$ cat config.mk
export PLATFORM = sky130hd
export DESIGN_NAME = vlan_ipv4_protocol_drop_filter_unit
export DESIGN_NICKNAME = d
export VERILOG_FILES = /design/src/vipdf_pkg.sv /design/src/vlan_ipv4_protocol_drop_filter_unit.sv
export SDC_FILE = /design/constraint.sdc
export NUM_CORES = 1
export LEC_CHECK = 0
export ABC_AREA = 1
export BUFFER_PORTS_ARGS = -buffer_cell sky130_fd_sc_hd__buf_2
export CAP_MARGIN = 20
export CELL_PAD_IN_SITES_DETAIL_PLACEMENT = 0
export CELL_PAD_IN_SITES_GLOBAL_PLACEMENT = 1
export CORE_ASPECT_RATIO = 1.25
export CORE_MARGIN = 5
export CORE_UTILIZATION = 35
export CTS_BUF_LIST = sky130_fd_sc_hd__clkbuf_2 sky130_fd_sc_hd__clkbuf_4 sky130_fd_sc_hd__clkbuf_8
export DETAILED_ROUTE_END_ITERATION = 6
export HOLD_SLACK_MARGIN = 0.03
export PLACE_DENSITY_LB_ADDON = 0.1
export SYNTH_ARGS = -nofsm -noshare
export SYNTH_HDL_FRONTEND = slang
export SYNTH_SLANG_ARGS = --single-unit
$ cat constraint.sdc
create_clock -name clk -period 4.95 [get_ports clk]
set_input_delay 0.495 -clock clk [delete_from_list [all_inputs] [get_ports clk]]
set_output_delay 0.495 -clock clk [all_outputs]
set_load 0.02 [all_outputs]
$ cat src/vipdf_pkg.sv
// ----------------------------------------------------------------------------
// vipdf_pkg
// shared constants and types for the vlan / ipv4 protocol drop filter
// ----------------------------------------------------------------------------
package vipdf_pkg;

  localparam int MAX_VLAN_TAGS = 2;

  localparam int OFF_W      = 7;
  localparam int ETYPE_W    = 16;
  localparam int HL_W       = 6;
  localparam int PROTO_W    = 8;
  localparam int TOTAL_W    = OFF_W + 1;
  localparam int TAG_CNT_W  = $clog2(MAX_VLAN_TAGS + 2);

  localparam int ETH_HDR_LEN  = 14;
  localparam int TAG_LEN      = 4;
  localparam int IPV4_MIN_HDR = 20;
  localparam int IP_START_W   = $clog2(ETH_HDR_LEN + TAG_LEN * MAX_VLAN_TAGS + 1);

  localparam logic [OFF_W-1:0]   OFFSET_MAX   = '1;
  localparam logic [OFF_W-1:0]   OFF_ETYPE_HI = OFF_W'(12);
  localparam logic [OFF_W-1:0]   OFF_ETYPE_LO = OFF_W'(13);
  localparam logic [OFF_W-1:0]   REL_TAG_HI   = OFF_W'(2);
  localparam logic [OFF_W-1:0]   REL_TAG_LO   = OFF_W'(3);
  localparam logic [OFF_W-1:0]   REL_IHL      = OFF_W'(0);
  localparam logic [OFF_W-1:0]   REL_PROTO    = OFF_W'(9);

  localparam logic [ETYPE_W-1:0] ETYPE_CTAG   = 16'h8100;
  localparam logic [ETYPE_W-1:0] ETYPE_STAG   = 16'h88A8;
  localparam logic [ETYPE_W-1:0] ETH_P_IP     = 16'h0800;
  localparam logic [PROTO_W-1:0] PROTO_TCP    = 8'd6;

  localparam int               CFG_ADDR_W   = 3;
  localparam int               CFG_DATA_W   = 32;
  localparam logic             REG_DROP_PROTO = 1'b0;

  typedef enum logic [3:0] {
    PH_ETH   = 4'b0001,
    PH_TAG   = 4'b0010,
    PH_IP    = 4'b0100,
    PH_OTHER = 4'b1000
  } phase_t;

  typedef enum logic [2:0] {
    R_MATCH    = 3'd0,
    R_OTHER    = 3'd1,
    R_NOT_IPV4 = 3'd2,
    R_TRUNC    = 3'd3,
    R_BAD_HL   = 3'd4
  } reason_t;

endpackage

$ cat src/vlan_ipv4_protocol_drop_filter_unit.sv
// ----------------------------------------------------------------------------
// vlan_ipv4_protocol_drop_filter_unit
// per-byte ethernet / vlan / ipv4 header parser with protocol drop verdict
// ----------------------------------------------------------------------------
// verdict is registered and appears in the cycle after the end-marked beat is accepted
// throughput: one byte beat per cycle while in_ready is high, set by the single parse stage
// an output register holds the verdict; while it waits in_ready stays low
// reset: synchronous active-low rst_n clears parse state, drop_protocol = 6
module vlan_ipv4_protocol_drop_filter_unit (
  input  logic                                   clk,
  input  logic                                   rst_n,
  input  logic                                   in_valid,
  output logic                                   in_ready,
  input  logic [7:0]                             in_frame_byte,
  input  logic                                   in_frame_end,
  output logic                                   out_valid,
  input  logic                                   out_ready,
  output logic                                   out_drop,
  output logic [2:0]                             out_verdict_reason,
  input  logic                                   psel,
  input  logic                                   penable,
  input  logic                                   pwrite,
  input  logic [vipdf_pkg::CFG_ADDR_W-1:0]       paddr,
  input  logic [vipdf_pkg::CFG_DATA_W-1:0]       pwdata,
  output logic [vipdf_pkg::CFG_DATA_W-1:0]       prdata,
  output logic                                   pready
);

  logic [vipdf_pkg::PROTO_W-1:0]    drop_proto_r;
  logic [vipdf_pkg::OFF_W-1:0]      off_r, off_nxt;
  logic [vipdf_pkg::ETYPE_W-1:0]    etype_r, etype_nxt;
  logic [vipdf_pkg::TAG_CNT_W-1:0]  tags_r, tags_nxt;
  logic [vipdf_pkg::IP_START_W-1:0] ip_start_r, ip_start_nxt;
  logic [vipdf_pkg::HL_W-1:0]       hl_r, hl_nxt;
  logic [vipdf_pkg::PROTO_W-1:0]    proto_r, proto_nxt;
  vipdf_pkg::phase_t                phase_r, phase_nxt;

  logic                             out_valid_r;
  logic                             drop_r, drop_nxt;
  vipdf_pkg::reason_t               reason_r, reason_nxt;

  logic                             in_fire;
  logic                             cfg_wr;
  logic [vipdf_pkg::OFF_W-1:0]      ip_start_ext;
  logic [vipdf_pkg::OFF_W-1:0]      rel;
  logic [vipdf_pkg::TOTAL_W-1:0]    total;
  logic [vipdf_pkg::TOTAL_W-1:0]    start_ext;
  logic [vipdf_pkg::TOTAL_W-1:0]    have;

  function automatic vipdf_pkg::phase_t after_etype(
    input logic [vipdf_pkg::ETYPE_W-1:0]   et,
    input logic [vipdf_pkg::TAG_CNT_W-1:0] tags
  );
    logic is_vlan;
    is_vlan = (et == vipdf_pkg::ETYPE_CTAG) || (et == vipdf_pkg::ETYPE_STAG);
    if (is_vlan && (tags < vipdf_pkg::TAG_CNT_W'(vipdf_pkg::MAX_VLAN_TAGS))) begin
      return vipdf_pkg::PH_TAG;
    end else if (et == vipdf_pkg::ETH_P_IP) begin
      return vipdf_pkg::PH_IP;
    end else begin
      return vipdf_pkg::PH_OTHER;
    end
  endfunction

  // handshakes
  assign in_ready  = !out_valid_r || out_ready;
  assign in_fire   = in_valid && in_ready;
  assign out_valid = out_valid_r;
  assign out_drop  = drop_r;
  assign out_verdict_reason = reason_r;

  // config port
  assign pready = 1'b1;
  assign cfg_wr = psel && penable && pwrite
                  && (paddr[vipdf_pkg::CFG_ADDR_W-1] == vipdf_pkg::REG_DROP_PROTO);
  always_comb begin
    prdata = '0;
    if (paddr[vipdf_pkg::CFG_ADDR_W-1] == vipdf_pkg::REG_DROP_PROTO) begin
      prdata = vipdf_pkg::CFG_DATA_W'(drop_proto_r);
    end
  end

  // parse step
  assign ip_start_ext = vipdf_pkg::OFF_W'(ip_start_r);
  assign rel = (off_r >= ip_start_ext) ? (off_r - ip_start_ext) : '0;

  always_comb begin
    etype_nxt    = etype_r;
    tags_nxt     = tags_r;
    ip_start_nxt = ip_start_r;
    hl_nxt       = hl_r;
    proto_nxt    = proto_r;
    phase_nxt    = phase_r;
    unique case (phase_r)
      vipdf_pkg::PH_ETH: begin
        if (off_r == vipdf_pkg::OFF_ETYPE_HI) begin
          etype_nxt = {in_frame_byte, 8'h00};
        end else if (off_r == vipdf_pkg::OFF_ETYPE_LO) begin
          etype_nxt = {etype_r[15:8], in_frame_byte};
          phase_nxt = after_etype(etype_nxt, tags_r);
        end
      end
      vipdf_pkg::PH_TAG: begin
        if (rel == vipdf_pkg::REL_TAG_HI) begin
          etype_nxt = {in_frame_byte, etype_r[7:0]};
        end else if (rel == vipdf_pkg::REL_TAG_LO) begin
          etype_nxt    = {etype_r[15:8], in_frame_byte};
          tags_nxt     = tags_r + 1'b1;
          ip_start_nxt = ip_start_r + vipdf_pkg::IP_START_W'(vipdf_pkg::TAG_LEN);
          phase_nxt    = after_etype(etype_nxt, tags_nxt);
        end
      end
      vipdf_pkg::PH_IP: begin
        if (rel == vipdf_pkg::REL_IHL) begin
          hl_nxt = {in_frame_byte[3:0], 2'b00};
        end else if (rel == vipdf_pkg::REL_PROTO) begin
          proto_nxt = in_frame_byte;
        end
      end
      vipdf_pkg::PH_OTHER: begin
      end
      default: begin
      end
    endcase
  end

  assign off_nxt   = (off_r < vipdf_pkg::OFFSET_MAX) ? off_r + 1'b1 : off_r;
  assign total     = {1'b0, off_r} + 1'b1;
  assign start_ext = vipdf_pkg::TOTAL_W'(ip_start_nxt);
  assign have      = (total >= start_ext) ? (total - start_ext) : '0;

  // verdict
  always_comb begin
    drop_nxt   = 1'b0;
    reason_nxt = vipdf_pkg::R_NOT_IPV4;
    priority if (phase_nxt == vipdf_pkg::PH_ETH) begin
      reason_nxt = vipdf_pkg::R_TRUNC;
    end else if (phase_nxt == vipdf_pkg::PH_IP) begin
      priority if (have < vipdf_pkg::TOTAL_W'(vipdf_pkg::IPV4_MIN_HDR)) begin
        reason_nxt = vipdf_pkg::R_TRUNC;
      end else if (hl_nxt < vipdf_pkg::HL_W'(vipdf_pkg::IPV4_MIN_HDR)) begin
        reason_nxt = vipdf_pkg::R_BAD_HL;
      end else if (have < vipdf_pkg::TOTAL_W'(hl_nxt)) begin
        reason_nxt = vipdf_pkg::R_TRUNC;
      end else if (proto_nxt == drop_proto_r) begin
        drop_nxt   = 1'b1;
        reason_nxt = vipdf_pkg::R_MATCH;
      end else begin
        reason_nxt = vipdf_pkg::R_OTHER;
      end
    end else begin
      reason_nxt = vipdf_pkg::R_NOT_IPV4;
    end
  end

  always_ff @(posedge clk) begin
    if (!rst_n) begin
      drop_proto_r <= vipdf_pkg::PROTO_TCP;
    end else if (cfg_wr) begin
      drop_proto_r <= pwdata[vipdf_pkg::PROTO_W-1:0];
    end
  end

  always_ff @(posedge clk) begin
    if (!rst_n) begin
      off_r      <= '0;
      etype_r    <= '0;
      tags_r     <= '0;
      ip_start_r <= vipdf_pkg::IP_START_W'(vipdf_pkg::ETH_HDR_LEN);
      hl_r       <= '0;
      proto_r    <= '0;
      phase_r    <= vipdf_pkg::PH_ETH;
    end else if (in_fire) begin
      if (in_frame_end) begin
        off_r      <= '0;
        etype_r    <= '0;
        tags_r     <= '0;
        ip_start_r <= vipdf_pkg::IP_START_W'(vipdf_pkg::ETH_HDR_LEN);
        hl_r       <= '0;
        proto_r    <= '0;
        phase_r    <= vipdf_pkg::PH_ETH;
      end else begin
        off_r      <= off_nxt;
        etype_r    <= etype_nxt;
        tags_r     <= tags_nxt;
        ip_start_r <= ip_start_nxt;
        hl_r       <= hl_nxt;
        proto_r    <= proto_nxt;
        phase_r    <= phase_nxt;
      end
    end
  end

  // result register
  always_ff @(posedge clk) begin
    if (!rst_n) begin
      out_valid_r <= 1'b0;
    end else if (in_fire && in_frame_end) begin
      out_valid_r <= 1'b1;
    end else if (out_ready) begin
      out_valid_r <= 1'b0;
    end
  end

  always_ff @(posedge clk) begin
    if (in_fire && in_frame_end) begin
      drop_r   <= drop_nxt;
      reason_r <= reason_nxt;
    end
  end

endmodule
Word-level counts from Yosys, hierarchy flattened
Cells that the tools add are included.
{"block": "word_totals", "regBits": 53, "input_bits": 51, "out_inout_bits": 39, "wordCells": 109}
{"block": "op_classes", "addsub": 6, "n_lt_le_gt_ge": 8, "eq_ne": 17, "n_mux": 43, "bitwise": 2, "reduce_logical": 21}
{"cell": "2-to-1 mux 8 bit", "count": 8}
{"cell": "2-to-1 mux 16 bit", "count": 3}
{"cell": "equality test 16 bit (second input constant)", "count": 2}
{"cell": "2-to-1 mux 4 bit", "count": 8}
{"cell": "one-hot mux 16 bit (2 select lines)", "count": 1}
{"cell": "equality test 7 x 4 -> 1 bit (second input constant)", "count": 3}
{"cell": "2-to-1 mux 7 bit", "count": 3}
{"cell": "2-to-1 mux 5 bit", "count": 4}
{"cell": "2-to-1 mux 6 bit", "count": 3}
{"cell": "equality test 16 x 12 -> 1 bit (second input constant)", "count": 1}
{"cell": "equality test 7 x 2 -> 1 bit (second input constant)", "count": 2}
{"cell": "2-to-1 mux 2 bit", "count": 5}
{"cell": "adder 7 x 1 -> 8 bit (second input constant)", "count": 1}
{"cell": "equality test 4 x 1 -> 1 bit (second input constant)", "count": 2}
{"cell": "equality test 4 x 3 -> 1 bit (second input constant)", "count": 2}
{"cell": "equality test 8 bit", "count": 1}
{"cell": ">= comparator 8 x 5 -> 1 bit", "count": 1}
{"cell": "less-than comparator 8 x 5 -> 1 bit (second input constant)", "count": 1}
{"cell": "less-than comparator 8 x 6 -> 1 bit", "count": 1}
{"cell": "one-hot mux 4 bit (2 select lines)", "count": 1}
{"cell": "AND reduction 4 bit", "count": 2}
{"cell": "nonzero test 2 bit", "count": 4}
{"cell": "subtractor 8 x 5 -> 8 bit", "count": 1}
{"cell": "adder 7 x 1 -> 7 bit (second input constant)", "count": 1}
{"cell": "other kinds (21)", "count": 36}

Logic depth before layout (Yosys ltp)
Gate-level depths: netlist (run 1).
{"block": "logic_depth", "depth_word": 13, "mapped_depth": 34, "depth_no_buf": 34}

Worst setup path after synthesis (run 1)
Ideal clock, no wire load.
{"block": "synth_path", "path_type": "register to register", "start": "register off_r[1] in the netlist's numbering", "end": "register reason_r[0] (netlist: out_verdict_reason[0]), data pin", "setup_time_ns": 0.135, "arrival_time_ns": 4.028, "required_ns": 4.815, "setup_slack_ns": 0.787, "path_stages_with_launch": 30, "path_buffers": 0, "synth_period_minus_slack_ns": 4.163, "cell_sequence": "dfxtp_1 -> inv_1 -> fa_1 -> nor2_2 -> nand2_1 -> nand3_1 -> nand2_1 -> nand2_1 -> nor2_4 -> nor2_8 -> nand3b_4 -> nor3_4 -> mux2i_1 -> ha_1 -> a21oi_1 -> nand2_1 -> nand2_1 -> nand4_1 -> inv_1 -> nor2_1 -> ha_1 -> nand2_1 -> inv_1 -> nor3_1 -> nand2_1 -> nand2_1 -> nand2_1 -> nand2_1 -> nand2_1 -> nand2_1"}
{"block": "synth_between", "elab_chain_len": 13, "word_cells_on_any_way": 37, "cone_classes": "add/sub (3); order compare (5); eq/ne (8); mux (20); reduce/logical (1)"}
{"element": "from (decl)", "line_no": "vlan_ipv4_protocol_drop_filter_unit.sv:30", "text": "logic [vipdf_pkg::OFF_W-1:0] off_r, off_nxt;"}
{"element": "from (signal assigned)", "line_no": "vlan_ipv4_protocol_drop_filter_unit.sv:183", "text": "off_r <= off_nxt;"}
{"element": "subtractor 7 x 5 -> 7 bit or >= comparator 7 x 5 -> 1 bit (tied branches)", "line_no": "vlan_ipv4_protocol_drop_filter_unit.sv:85", "text": "assign rel = (off_r >= ip_start_ext) ? (off_r - ip_start_ext) : '0;"}
{"element": "2-to-1 mux 7 bit", "line_no": "vlan_ipv4_protocol_drop_filter_unit.sv:85"}
{"element": "equality test 7 x 2 -> 1 bit", "line_no": "vlan_ipv4_protocol_drop_filter_unit.sv:106", "text": "end else if (rel == vipdf_pkg::REL_TAG_LO) begin"}
{"element": "2-to-1 mux 5 bit", "line_no": "vlan_ipv4_protocol_drop_filter_unit.sv:106"}
{"element": "2-to-1 mux 5 bit", "line_no": "vlan_ipv4_protocol_drop_filter_unit.sv:104", "text": "if (rel == vipdf_pkg::REL_TAG_HI) begin"}
{"element": "2-to-1 mux 5 bit", "line_no": "vlan_ipv4_protocol_drop_filter_unit.sv:94", "text": "unique case (phase_r)"}
{"element": "subtractor 8 x 5 -> 8 bit or >= comparator 8 x 5 -> 1 bit (tied branches)", "line_no": "vlan_ipv4_protocol_drop_filter_unit.sv:130", "text": "assign have = (total >= start_ext) ? (total - start_ext) : '0;"}
{"element": "2-to-1 mux 8 bit", "line_no": "vlan_ipv4_protocol_drop_filter_unit.sv:130"}
{"element": "less-than comparator 8 x 6 -> 1 bit", "line_no": "vlan_ipv4_protocol_drop_filter_unit.sv:143", "text": "end else if (have < vipdf_pkg::TOTAL_W'(hl_nxt)) begin"}
{"element": "2-to-1 mux 2 bit", "line_no": "vlan_ipv4_protocol_drop_filter_unit.sv:143"}
{"element": "2-to-1 mux 3 bit", "line_no": "vlan_ipv4_protocol_drop_filter_unit.sv:141", "text": "end else if (hl_nxt < vipdf_pkg::HL_W'(vipdf_pkg::IPV4_MIN_HDR)) begin"}
{"element": "2-to-1 mux 1 bit", "line_no": "vlan_ipv4_protocol_drop_filter_unit.sv:139", "text": "priority if (have < vipdf_pkg::TOTAL_W'(vipdf_pkg::IPV4_MIN_HDR)) begin"}
{"element": "2-to-1 mux 1 bit", "line_no": "vlan_ipv4_protocol_drop_filter_unit.sv:138", "text": "end else if (phase_nxt == vipdf_pkg::PH_IP) begin"}
{"element": "to (signal assigned)", "line_no": "vlan_ipv4_protocol_drop_filter_unit.sv:208", "text": "reason_r <= reason_nxt;"}
{"element": "to (decl)", "line_no": "vlan_ipv4_protocol_drop_filter_unit.sv:40", "text": "vipdf_pkg::reason_t reason_r, reason_nxt;"}
Parallel ways exist; a longest one is shown, timed or not.
A chain may end at the register's enable or synchronous reset.

Worst setup path in the final report (run 1)
Same ends and word-level chain as after synthesis.

==> impl_results.md, run 1 <==
* Status: finished, final reports clean
* Post-Syn Instances at approximately 600
* Fmax at between 0.2 and 0.25 GHz
* Fin. Hold Viols at 0
* # rows at 43
* Number of flops mapped to enable cells by yosys at 4
* Mapped Area at between 4000 and 5000 µm²
* CTS sink count at between 50 and 60
* Seq pwr share at between 50% and 60%
* Overall routing resource usage at 16.6%
* Switching pwr at ~260 µW
* Worst Tran Pin Value at 0.970 ns
* Power density cells at between 150 and 200 nW/µm²
* Via density at ~4.9
* Avg WL per Cell at approximately 14 µm
* Share of the synthesized area in the top cell type at 24.0%
* Share of synthesized registers carrying an async set or reset at 0%
* Crit Path Category: reg -> reg
* Diode count at 0
* First-pass GRT wire length at roughly 18 mm
* Maximum vdd ir drop at between 0.09 and 0.1 mV
* Crit-path max FO at 6
* Layout Utilization at 39.3%
* Top cells by area, synth: dfxtp_1, nand2_1, inv_1
* Slew Limit Fails at 0
* IO Port Bufs at 38
* CORE AREA at roughly 11,000 µm²
* Crit path DAT at 4.66 ns
* Clk_lat worst skew at 0.32 ns
* Post-DP HPWL at approximately 8.8 mm
* Clock-pin slew on the worst setup and hold paths at about 0.11 ns
* Post-layout nets at 722
* Clock tree buffer depth at 2
* Critical path capture point: out_verdict_reason[0]
* M1 WL at just under 5 mm
* Metal3 WL at approximately 460 µm
* Tcrit/Tclk final at a little over 90%
* Hold crit path type: in -> reg
* Worst reg-to-reg path cell count at 31
* Ys flop type: dfxtp_1
* Syn Area/Cell at between 6 and 7 µm²
* Pin count of the biggest net entering global routing at 24
* Critical path startpoint category: register
* Sequential area share after synthesis at between 20% and 30%
* RSZ-0062 raised after global routing: false
* Area Overhead vs Synth at 9.61%
* Routability congestion estimate at 0.776
* GRT overflow at 0
* Int Power at ~560 µW
* CTS buffer count at 5
* CTS tree: yes
* Max Used Layer: met4
* Clock root buffer: clkbuf_8
* Normalized max-slew margin at a little over a third
* Start point of the critical path: off_r[1]
* P_leak at 0.00216 µW
* 1st-pass router iterations at 5
* Switching share of power at a little under a third
* Clock Skew at roughly 0.0066 ns
* Number of max-cap violations at 0
* Max stage delay on crit path at between 0.4 and 0.5 ns
* Vias after detailed routing at 3,835
* R2r setup slk at 0.38 ns
* Post-Place Cells at approximately 780
* Worst setup EP type: register
* Worst EP required at 5.03 ns
* Ys Warns at 0
* Met2 wire length at about 5.8 mm
* Synth cell count leaders: nand2_1, inv_1, nand3_1
* Min Tclk post-route at 4.57 ns
* Share of cells above drive strength 1 at between 10 and 15%
* Initial DRC Count at between 150 and 200
* Die ar. at roughly 14,000 µm²
* Crit Reg-Reg Startpoint: off_r[1]
* Hold_ws at ~0.39 ns
* Comb power frac at between 10 and 15%
* Cell with the most instances after synthesis: nand2_1
* Die width at around 110 µm
* Hold buffer count at cts at 0
* Number of global-route vias before repair at approximately 3,700
* Synth area leader: dfxtp_1
* Vert. Die Dim at about 130 µm
* Post-Layout Cell Count at ~790
* H-tree level count at 2
* Initial antenna violation count at 0
* Yosys cell types at 45
* Routed Antenna Nets at 0
* Setup tns final at 0 ns
* Initial Utilization at 35.8%
* DRC viols at 0
* Post-synthesis register bit count at 52
* Part of the power in the clock network at about a third
* Ports at 90
* Reg2reg end: out_verdict_reason[0]
* Final WL at between 10 and 15 mm
* CP dominant cell by count: nand2_1
* CP max-delay cell: fa_1
* # setup viols final at 0
metrics by stage:
step / setup WS, ns / total power [µW] / cell area (µm²)
floorplan: 0.787 / 538 / 4100
global placement: 0.264 / 563 / 4240
detailed placement: 0.217 / 563 / 4240
CTS: 0.190 / 832 / 4330
global route: 0.00387 / 865 / 4400
finish: 0.376 / 820 / 4400
worst min path at each step:
stage / start / to / slack (ns) / cells after the start
floorplan: hl_r[1] / hl_r[1] / 0.43 / 2
global placement: hl_r[0] / hl_r[0] / 0.44 / 2
detailed placement: proto_r[4] / proto_r[4] / 0.46 / 2
CTS: pwdata[1] / drop_proto_r[1] / 0.39 / 3
global route: pwdata[2] / drop_proto_r[2] / 0.40 / 3
finish: pwdata[2] / drop_proto_r[2] / 0.39 / 3
cell usage in the layout, fill, tap and decap left out, types with 3 or more instances in the layout:
cell type / netlist / routed
ha_1: 18 / 16
o211ai_1: 4 / 4
nand4_1: 10 / 10
buf_2: 1 / 38
o22ai_1: 3 / 3
nor4_1: 5 / 5
nand2_4: 3 / 3
xor2_1: 8 / 7
o21ai_0: 18 / 16
edfxtp_1: 4 / 4
nand3_2: 9 / 9
clkbuf_8: 0 / 5
dfxtp_1: 48 / 47
o21ai_1: 8 / 10
xnor2_1: 3 / 3
nand3b_1: 3 / 3
nor2_1: 44 / 44
conb_1: 2 / 26
nor2_2: 3 / 3
inv_2: 4 / 4
inv_1: 98 / 98
buf_4: 25 / 10
nor3_1: 7 / 6
nand2_2: 4 / 4
nand3_1: 59 / 59
nand2_1: 148 / 148
a21oi_1: 41 / 41
cell type report:
cell class	instances	area [µm²]
multi-input cells	442	2400
repair buffers	48	265
clock inverters	3	21.3
well taps	135	169
fillers	1253	6790
flip-flops and latches	52	1080
clock buffers	5	68.8
inverters	103	392
metal layers:
| metal | up-vias | GRT usage (%) |
|---|---|---|
| li1 | 1997 | - |
| met1 | 1761 | 19.9 |
| met2 | 69 | 31.1 |
| met3 | 8 | 2.67 |
| met4 | 0 | 3.73 |
| met5 | - | 0 |
power by group through the flow:
| stage | logic, µW | clock network [µW] | registers, µW |
|---|---|---|---|
| 3_3_place_gp | 117 | 0 | 446 |
| 4_1_cts | 118 | 278 | 437 |
| 2_1_floorplan | 90.1 | 0 | 448 |
| 3_5_place_dp | 117 | 0 | 446 |
| 5_1_grt | 134 | 293 | 438 |
| 6_report | 120 | 264 | 437 |
flip-flops by register name (all words and copies together) (netlist names), 2 cells and up:
signal              count
drop_proto_r            8
etype_r                 8
proto_r                 8
off_r                   7
hl_r                    6
ip_start_r              4
phase_r                 4
out_verdict_reason      3
tags_r                  2
worst max-delay path, delay by kind of cell, from the launching register on:
kind,cells,cell delay [ns]
AND/OR/NAND/NOR,22,2.01
adder cells (fa/ha/maj),3,1.05
AO/OA/AOI/OAI,3,0.40
flip-flops,1,0.38
multiplexers,1,0.34
buffers and inverters,2,0.15
kinds of logic (layout without fill, tap and decap cells):
kind of cell | after synthesis | count (layout) | synth area share, %
AOI/OAI and AO/OA | 81 | 81 | 11.1
xor gates and xnor gates | 11 | 11 | 2.40
adders and majority gates | 19 | 19 | 6.11
buffers and inverters | 141 | 159 | 16.5
DFF | 52 | 52 | 26.9
muxes | 1 | 1 | 0.250
other | 2 | 26 | 0.187
and+or+nand+nor | 304 | 304 | 36.5
what timing repair did:
action / 4_1_cts / 5_1_grt
resized for setup: 0 / 9
hold endpoints to repair: 0 / 0
endpoints found under the setup margin: 0 / 3
setup buffers: 0 / 3
Note: power is estimated with default switching activity, not from simulation.
==> inputs of run 2 (changes only) <==
--- a/config.mk
+++ b/config.mk
@@ -11,9 +11,8 @@
 export CELL_PAD_IN_SITES_DETAIL_PLACEMENT = 0
 export CELL_PAD_IN_SITES_GLOBAL_PLACEMENT = 1
 export CORE_ASPECT_RATIO = 1.25
-export CORE_MARGIN = 5
+export CORE_MARGIN = 1.5
 export CORE_UTILIZATION = 35
-export CTS_BUF_LIST = sky130_fd_sc_hd__clkbuf_2 sky130_fd_sc_hd__clkbuf_4 sky130_fd_sc_hd__clkbuf_8
 export DETAILED_ROUTE_END_ITERATION = 6
 export HOLD_SLACK_MARGIN = 0.03
 export PLACE_DENSITY_LB_ADDON = 0.1
==> run 2 against run 1 <==
The flow now finishes with violations (design-rule violations). Die area shrank 12%. Fmax increased by 1.8%. Cell area rose by 1.4%. Setup slack gained 0.079 ns. Core utilization grew 0.73 points. Register-to-register slack improved by 0.08 ns. Clock power increased by 33%. Critical endpoint unchanged. Largest power group unchanged.
==> impl_results.md, run 2 (synthesis gave the netlist of run 1 again) <==
* Status: finished, violations left
* Failing checks: design-rule violations
* Routability congestion estimate at 0.817 (+5.3%)
* CTS buffer count at 5 (unchanged)
* CP max-delay cell: fa_2
* Int Power at 650 µW (+15%)
* P_leak at 0.00216 µW (+0.31%)
* 1st-pass router iterations at 6 (+1)
* Initial antenna violation count at 0 (unchanged)
* Most frequent cells in the layout: nand2_1, inv_1, nand3_1, dfxtp_1, nor2_1
* Crit Path Category: reg -> reg
* Die ar. at 12,100 µm² (-12%)
* Number of max-cap violations at 0 (unchanged)
* Clock tree buffer depth at 2 (unchanged)
* Clock Skew at 0.00662 ns (+0.00000458 ns)
* Normalized max-slew margin at 34.6% (-0.11 points)
* Comb power frac at 13.2% (-1.4 points)
* Max stage delay on crit path at 0.41 ns (-0.07 ns)
* Most common cell after layout, fill and taps aside: nand2_1
* Hold buffer count at cts at 0 (unchanged)
* Via density at 4.84 (-0.53%)
* Power density cells at 204 nW/µm² (+9.4%)
* Part of the power in the clock network at 38.7% (+6.5 points)
* First-pass GRT wire length at 17.6 mm (-3.6%)
* Switching share of power at 28.5% (-2.7 points)
* Layout Utilization at 40.0% (+0.73 points)
* CP dominant cell by count: nand2_1
* Ports at 90 (unchanged)
* CTS tree: yes
* Post-layout nets at 720 (-0.28%)
* Switching pwr at 259 µW (+1.2%)
* Tcrit/Tclk final at 90.8% (-1.6 points)
* Post-Layout Cell Count at 786 (-0.25%)
* Critical path startpoint category: register
* Slew Limit Fails at 0 (unchanged)
* Crit path DAT at 4.66 ns (about the same)
* Initial DRC Count at 133 (-25%)
* Maximum vdd ir drop at 0.115 mV (+26%)
* Post-Place Cells at 777 (unchanged)
* Pin count of the biggest net entering global routing at 24 (unchanged)
* Worst setup EP type: register
* Vias after detailed routing at 3,805 (-0.78%)
* Vert. Die Dim at 123 µm (-5.4%)
* Worst EP required at 5.11 ns (+0.08 ns)
* Worst Tran Pin Value at 0.971 ns (+0.00165 ns)
* Crit-path max FO at 5 (-1)
* Crit-path leading delay family: simple AND/OR/NAND/NOR gates
* Avg WL per Cell at 14.0 µm (-1.7%)
* CTS sink count at 52 (unchanged)
* Number of global-route vias before repair at 3,593 (-2.2%)
* Min Tclk post-route at 4.50 ns (-0.0787 ns)
* DRC viols at 5 (+5)
* CP bufs+invs at 5 (+3)
* Post-DP HPWL at 8.59 mm (-1.9%)
* Biggest regs: drop_proto_r (8), etype_r (8), proto_r (8)
* # fillers at 1,269 (+1.3%)
* Final WL at 11.0 mm (-1.9%)
* Fmax at 0.222 GHz (+1.8%)
* Die width at 98.8 µm (-6.6%)
* Diode count at 0 (unchanged)
* CORE AREA at 11,100 µm² (-0.48%)
* Clock root buffer: clkbuf_16
* IO Port Bufs at 38 (unchanged)
* Area Overhead vs Synth at 11.1%
* Fin. Hold Viols at 0 (unchanged)
* Clk_lat worst skew at 0.29 ns (-0.03 ns)
* Routed Antenna Nets at 0 (unchanged)
* Share of cells above drive strength 1 at 15.2% (+0.51 points)
* Initial Utilization at 36.0% (+0.17 points)
* # setup viols final at 0 (unchanged)
* GRT overflow at 0 (unchanged)
* Hold crit path type: in -> reg
* # rows at 43 (unchanged)
* Seq pwr share at 48.0% (-5.2 points)
* Overall routing resource usage at 18.6% (+2.0 points)
* H-tree level count at 2 (unchanged)
* Clock-pin slew on the worst setup and hold paths at 0.07 ns (-0.04 ns)
## run 2: cell count changes in the layout (fill, tap and decap cells not counted), moves of 2 or more
cell and delta:
buf_4 -2, clkbuf_16 +5, clkbuf_8 -5, inv_1 -2
inv_2 +2
## run 2: worst paths after layout
path              cells past startpoint  slack, ns      start                    end
setup / recovery                     31       0.45   off_r[1]  out_verdict_reason[0]
hold / removal                        3       0.41  pwdata[2]        drop_proto_r[2]
setup reg to reg                     31       0.45   off_r[1]  out_verdict_reason[0]
hold reg to reg                       2       0.46    hl_r[0]                hl_r[0]
## run 2: power groups by stage
stage          Combinational (µW)  Clock [µW]  Sequential, µW
2_1_floorplan                90.1           0             448
3_3_place_gp                  116           0             446
3_5_place_dp                  117           0             447
4_1_cts                       117         370             437
5_1_grt                       134         380             438
6_report                      120         352             437
## run 2: cell type report
class / count / area (µm²) / share of cell area (%)
Inverter: 103 / 392 / 8.79
Multi-Input combinational cell: 442 / 2420 / 54.4
Clock buffer: 6 / 129 / 2.89
Clock inverter: 2 / 11.3 / 0.253
Tap cell: 135 / 169 / 3.79
Timing Repair Buffer: 46 / 250 / 5.61
Sequential cell: 52 / 1080 / 24.3
## run 2: through the flow
stage	hold slack, ns	instance area, µm²	total power, µW	setup slack (ns)	setup TNS, ns
finish	0.413	4460	910	0.454	0
CTS	0.406	4380	924	0.188	0
floorplan	0.432	4100	538	0.787	0
global route	0.430	4460	953	-0.00480	-0.00480
global placement	0.445	4240	562	0.250	0
detailed placement	0.449	4240	563	0.204	0
## run 2: metal layers
layer	GRT usage (%)	vias to the layer above	wire, µm
met5	0	-	0
met4	5.63	0	157
met3	2.33	9	389
met2	34.9	67	5660
met1	22.0	1745	4760
li1	-	1984	-
## run 2: repair_timing
action,in CTS,in global routing
endpoints found under the hold margin,0,0
endpoints found under the setup margin,0,3
resized for setup,0,16
buffers inserted,0,1
## run 2: worst register-to-register path, delay by kind of cell (launching register included)
family                     cells  cell delay, ns
adders and majority gates      3            1.04
xor gates and xnor gates       1            0.16
and+or+nand+nor               22            2.37
DFF                            1            0.38
buffers and inverters          5            0.40
==> inputs of run 3 (changes only) <==
--- a/config.mk
+++ b/config.mk
@@ -15,7 +15,7 @@
 export CORE_UTILIZATION = 35
 export DETAILED_ROUTE_END_ITERATION = 6
 export HOLD_SLACK_MARGIN = 0.03
-export PLACE_DENSITY_LB_ADDON = 0.1
+export PLACE_DENSITY = 0.84
 export SYNTH_ARGS = -nofsm -noshare
 export SYNTH_HDL_FRONTEND = slang
 export SYNTH_SLANG_ARGS = --single-unit
==> run 3 against run 2 <==
The run now ends clean. Worst hold slack gained 0.00082 ns. Highest routed layer unchanged. Setup slack worse by 0.11 ns. Non-clock buffer count rose by 4. Sequential share of layout area fell by 0.095 points. Flip-flop and latch count unchanged. Power grew 0.88%. Clock skew grew 0.0017 ns.
==> impl_results.md, run 3 (synthesis gave the netlist of run 1 again) <==
* Number of global-route vias before repair at 3,572 (-0.58%)
* Crit-path max FO at 7 (+2)
* GRT overflow at 0 (unchanged)
* 1st-pass router iterations at 6 (unchanged)
* Routed Antenna Nets at 0 (unchanged)
* # rows at 43 (unchanged)
* Setup tns final at 0 ns (unchanged)
* Crit path DAT at 4.66 ns (about the same)
* Biggest regs: drop_proto_r (8), etype_r (8), proto_r (8)
* Worst EP required at 5.00 ns (-0.11 ns)
* # setup viols final at 0 (unchanged)
* Met2 GRT Util at 31.6% (-3.3 points)
* Share of cells above drive strength 1 at 15.6% (+0.37 points)
* # fillers at 1,199 (-5.5%)
* Final WL at 10.1 mm (-7.5%)
* Fin. Hold Viols at 0 (unchanged)
* Post-DP HPWL at 7.84 mm (-8.7%)
* Most frequent cells in the layout: nand2_1, inv_1, nand3_1, dfxtp_1, nor2_1
* Min Tclk post-route at 4.61 ns (+0.110 ns)
* Max stage delay on crit path at 0.43 ns (+0.02 ns)
* CTS sink count at 52 (unchanged)
* Switching pwr at 253 µW (-2.4%)
* Overall routing resource usage at 16.8% (-1.8 points)
* M3 GR Usage at 2.16% (-0.17 points)
* CP max-delay cell: fa_2
* Cell area after layout at 4470 µm² (+0.39%)
* H-tree level count at 2 (unchanged)
* Hold buffer count at cts at 0 (unchanged)
* Overall Power at 918 µW (+0.88%)
* Power density cells at 205 nW/µm² (+0.48%)
* CTS buffer count at 5 (unchanged)
* Diode count at 0 (unchanged)
* DRC viols at 0 (-5)
* Part of the power in the clock network at 39.8% (+1.1 points)
* GR peak layer: met2
* Ports at 90 (unchanged)
* Post-layout nets at 724 (+0.56%)
* CTS tree: yes
* Critical path startpoint category: register
* Post-Place Cells at 777 (unchanged)
* Clock root buffer: clkbuf_16
* Hold crit path type: in -> reg
* Clock Skew at 0.00836 ns (+0.00173 ns)
* Worst Tran Pin Value at 0.908 ns (-0.0635 ns)
* Area Overhead vs Synth at 11.5%
* Comb power frac at 12.7% (-0.5 points)
* Die width at 98.8 µm (unchanged)
* First-pass GRT wire length at 16.4 mm (-6.7%)
* Routability congestion estimate at 0.865 (+5.8%)
* Clk_lat worst skew at 0.30 ns (about the same)
* Post-Layout Cell Count at 790 (+0.51%)
* Post-DP Area at 4240 µm² (unchanged)
* Clock-pin slew on the worst setup and hold paths at 0.07 ns (about the same)
* Initial antenna violation count at 0 (unchanged)
* Initial DRC Count at 203 (+53%)
* IO Port Bufs at 38 (unchanged)
* Switching share of power at 27.6% (-0.93 points)
* Pin count of the biggest net entering global routing at 24 (unchanged)
* Most common cell after layout, fill and taps aside: nand2_1
* Int Power at 665 µW (+2.2%)
* CORE AREA at 11,100 µm² (unchanged)
* Initial Utilization at 36.0% (unchanged)
* Vias after detailed routing at 3,880 (+2.0%)
* Crit Path Category: reg -> reg
* Vert. Die Dim at 123 µm (unchanged)
* Worst setup EP type: register
* Die ar. at 12,100 µm² (unchanged)
* Number of max-cap violations at 0 (unchanged)
* Maximum vdd ir drop at 0.117 mV (+1.7%)
* Avg WL per Cell at 12.8 µm (-7.9%)
* Slew Limit Fails at 0 (unchanged)
* CP bufs+invs at 5 (unchanged)
* CP dominant cell by count: nand2_1
* Status: finished, final reports clean
* Fmax at 0.217 GHz (-2.4%)
* Normalized max-slew margin at 38.9% (+4.3 points)
* Clock tree buffer depth at 2 (unchanged)
* Tcrit/Tclk final at 93.0% (+2.2 points)
* GR Util met1 at 19.5% (-2.5 points)
* Via density at 4.91 (+1.5%)
* Crit-path leading delay family: simple AND/OR/NAND/NOR gates
* Seq pwr share at 47.5% (-0.5 points)
* P_leak at 0.00219 µW (+1.4%)
-- run 3: layout make-up --
type / instances / area [µm²] / share of cell area, %
Clock buffer: 7 / 143 / 3.19
Clock inverter: 1 / 7.51 / 0.168
Inverter: 103 / 392 / 8.75
Multi-Input combinational cell: 442 / 2400 / 53.6
Sequential cell: 52 / 1080 / 24.2
Tap cell: 135 / 169 / 3.78
Timing Repair Buffer: 50 / 280 / 6.26
-- run 3: repair_timing --
action                                  4_1_cts  5_1_grt
endpoints found under the setup margin        0        3
endpoints found under the hold margin         0        0
setup buffers                                 0        5
resized for setup                             0       12
-- run 3: path summary, 6_finish.rpt --
kind	startpoint	end	slack [ns]	depth (start not counted)
setup / recovery	off_r[1]	out_verdict_reason[0]	0.34	34
hold / removal	pwdata[2]	drop_proto_r[2]	0.41	3
setup reg to reg	off_r[1]	out_verdict_reason[0]	0.34	34
hold reg to reg	hl_r[1]	hl_r[1]	0.46	2
-- run 3: per-layer routing --
layer  wire, µm  part of all wire [%]
met5          0                     0
met3        321                   3.2
met2       5250                    52
met1       4380                    43
met4        189                   1.9
-- run 3: worst min-delay path, delay by kind of cell --
| kind | cells | cell delay [ns] |
|---|---|---|
| AOI/OAI and AO/OA | 1 | 0.06 |
| buffers and inverters | 1 | 0.07 |
| and+or+nand+nor | 1 | 0.04 |
-- run 3: power groups by stage --
stage                     Sequential [µW]  Combinational (µW)  Clock (µW)
after floorplan                       448                90.1           0
after global placement                446                 112           0
after detailed placement              446                 113           0
after CTS                             436                 113         371
after global routing                  437                 129         390
final                                 436                 116         365
-- run 3: metrics by stage --
| stage | setup WS [ns] | util (%) | hold WS (ns) |
|---|---|---|---|
| floorplan | 0.787 | - | 0.432 |
| CTS | 0.0404 | 39.4 | 0.415 |
| detailed placement | 0.0647 | 38.1 | 0.448 |
| finish | 0.345 | 40.2 | 0.414 |
| global route | -0.0407 | 40.2 | 0.434 |
| global placement | 0.219 | 38.1 | 0.444 |
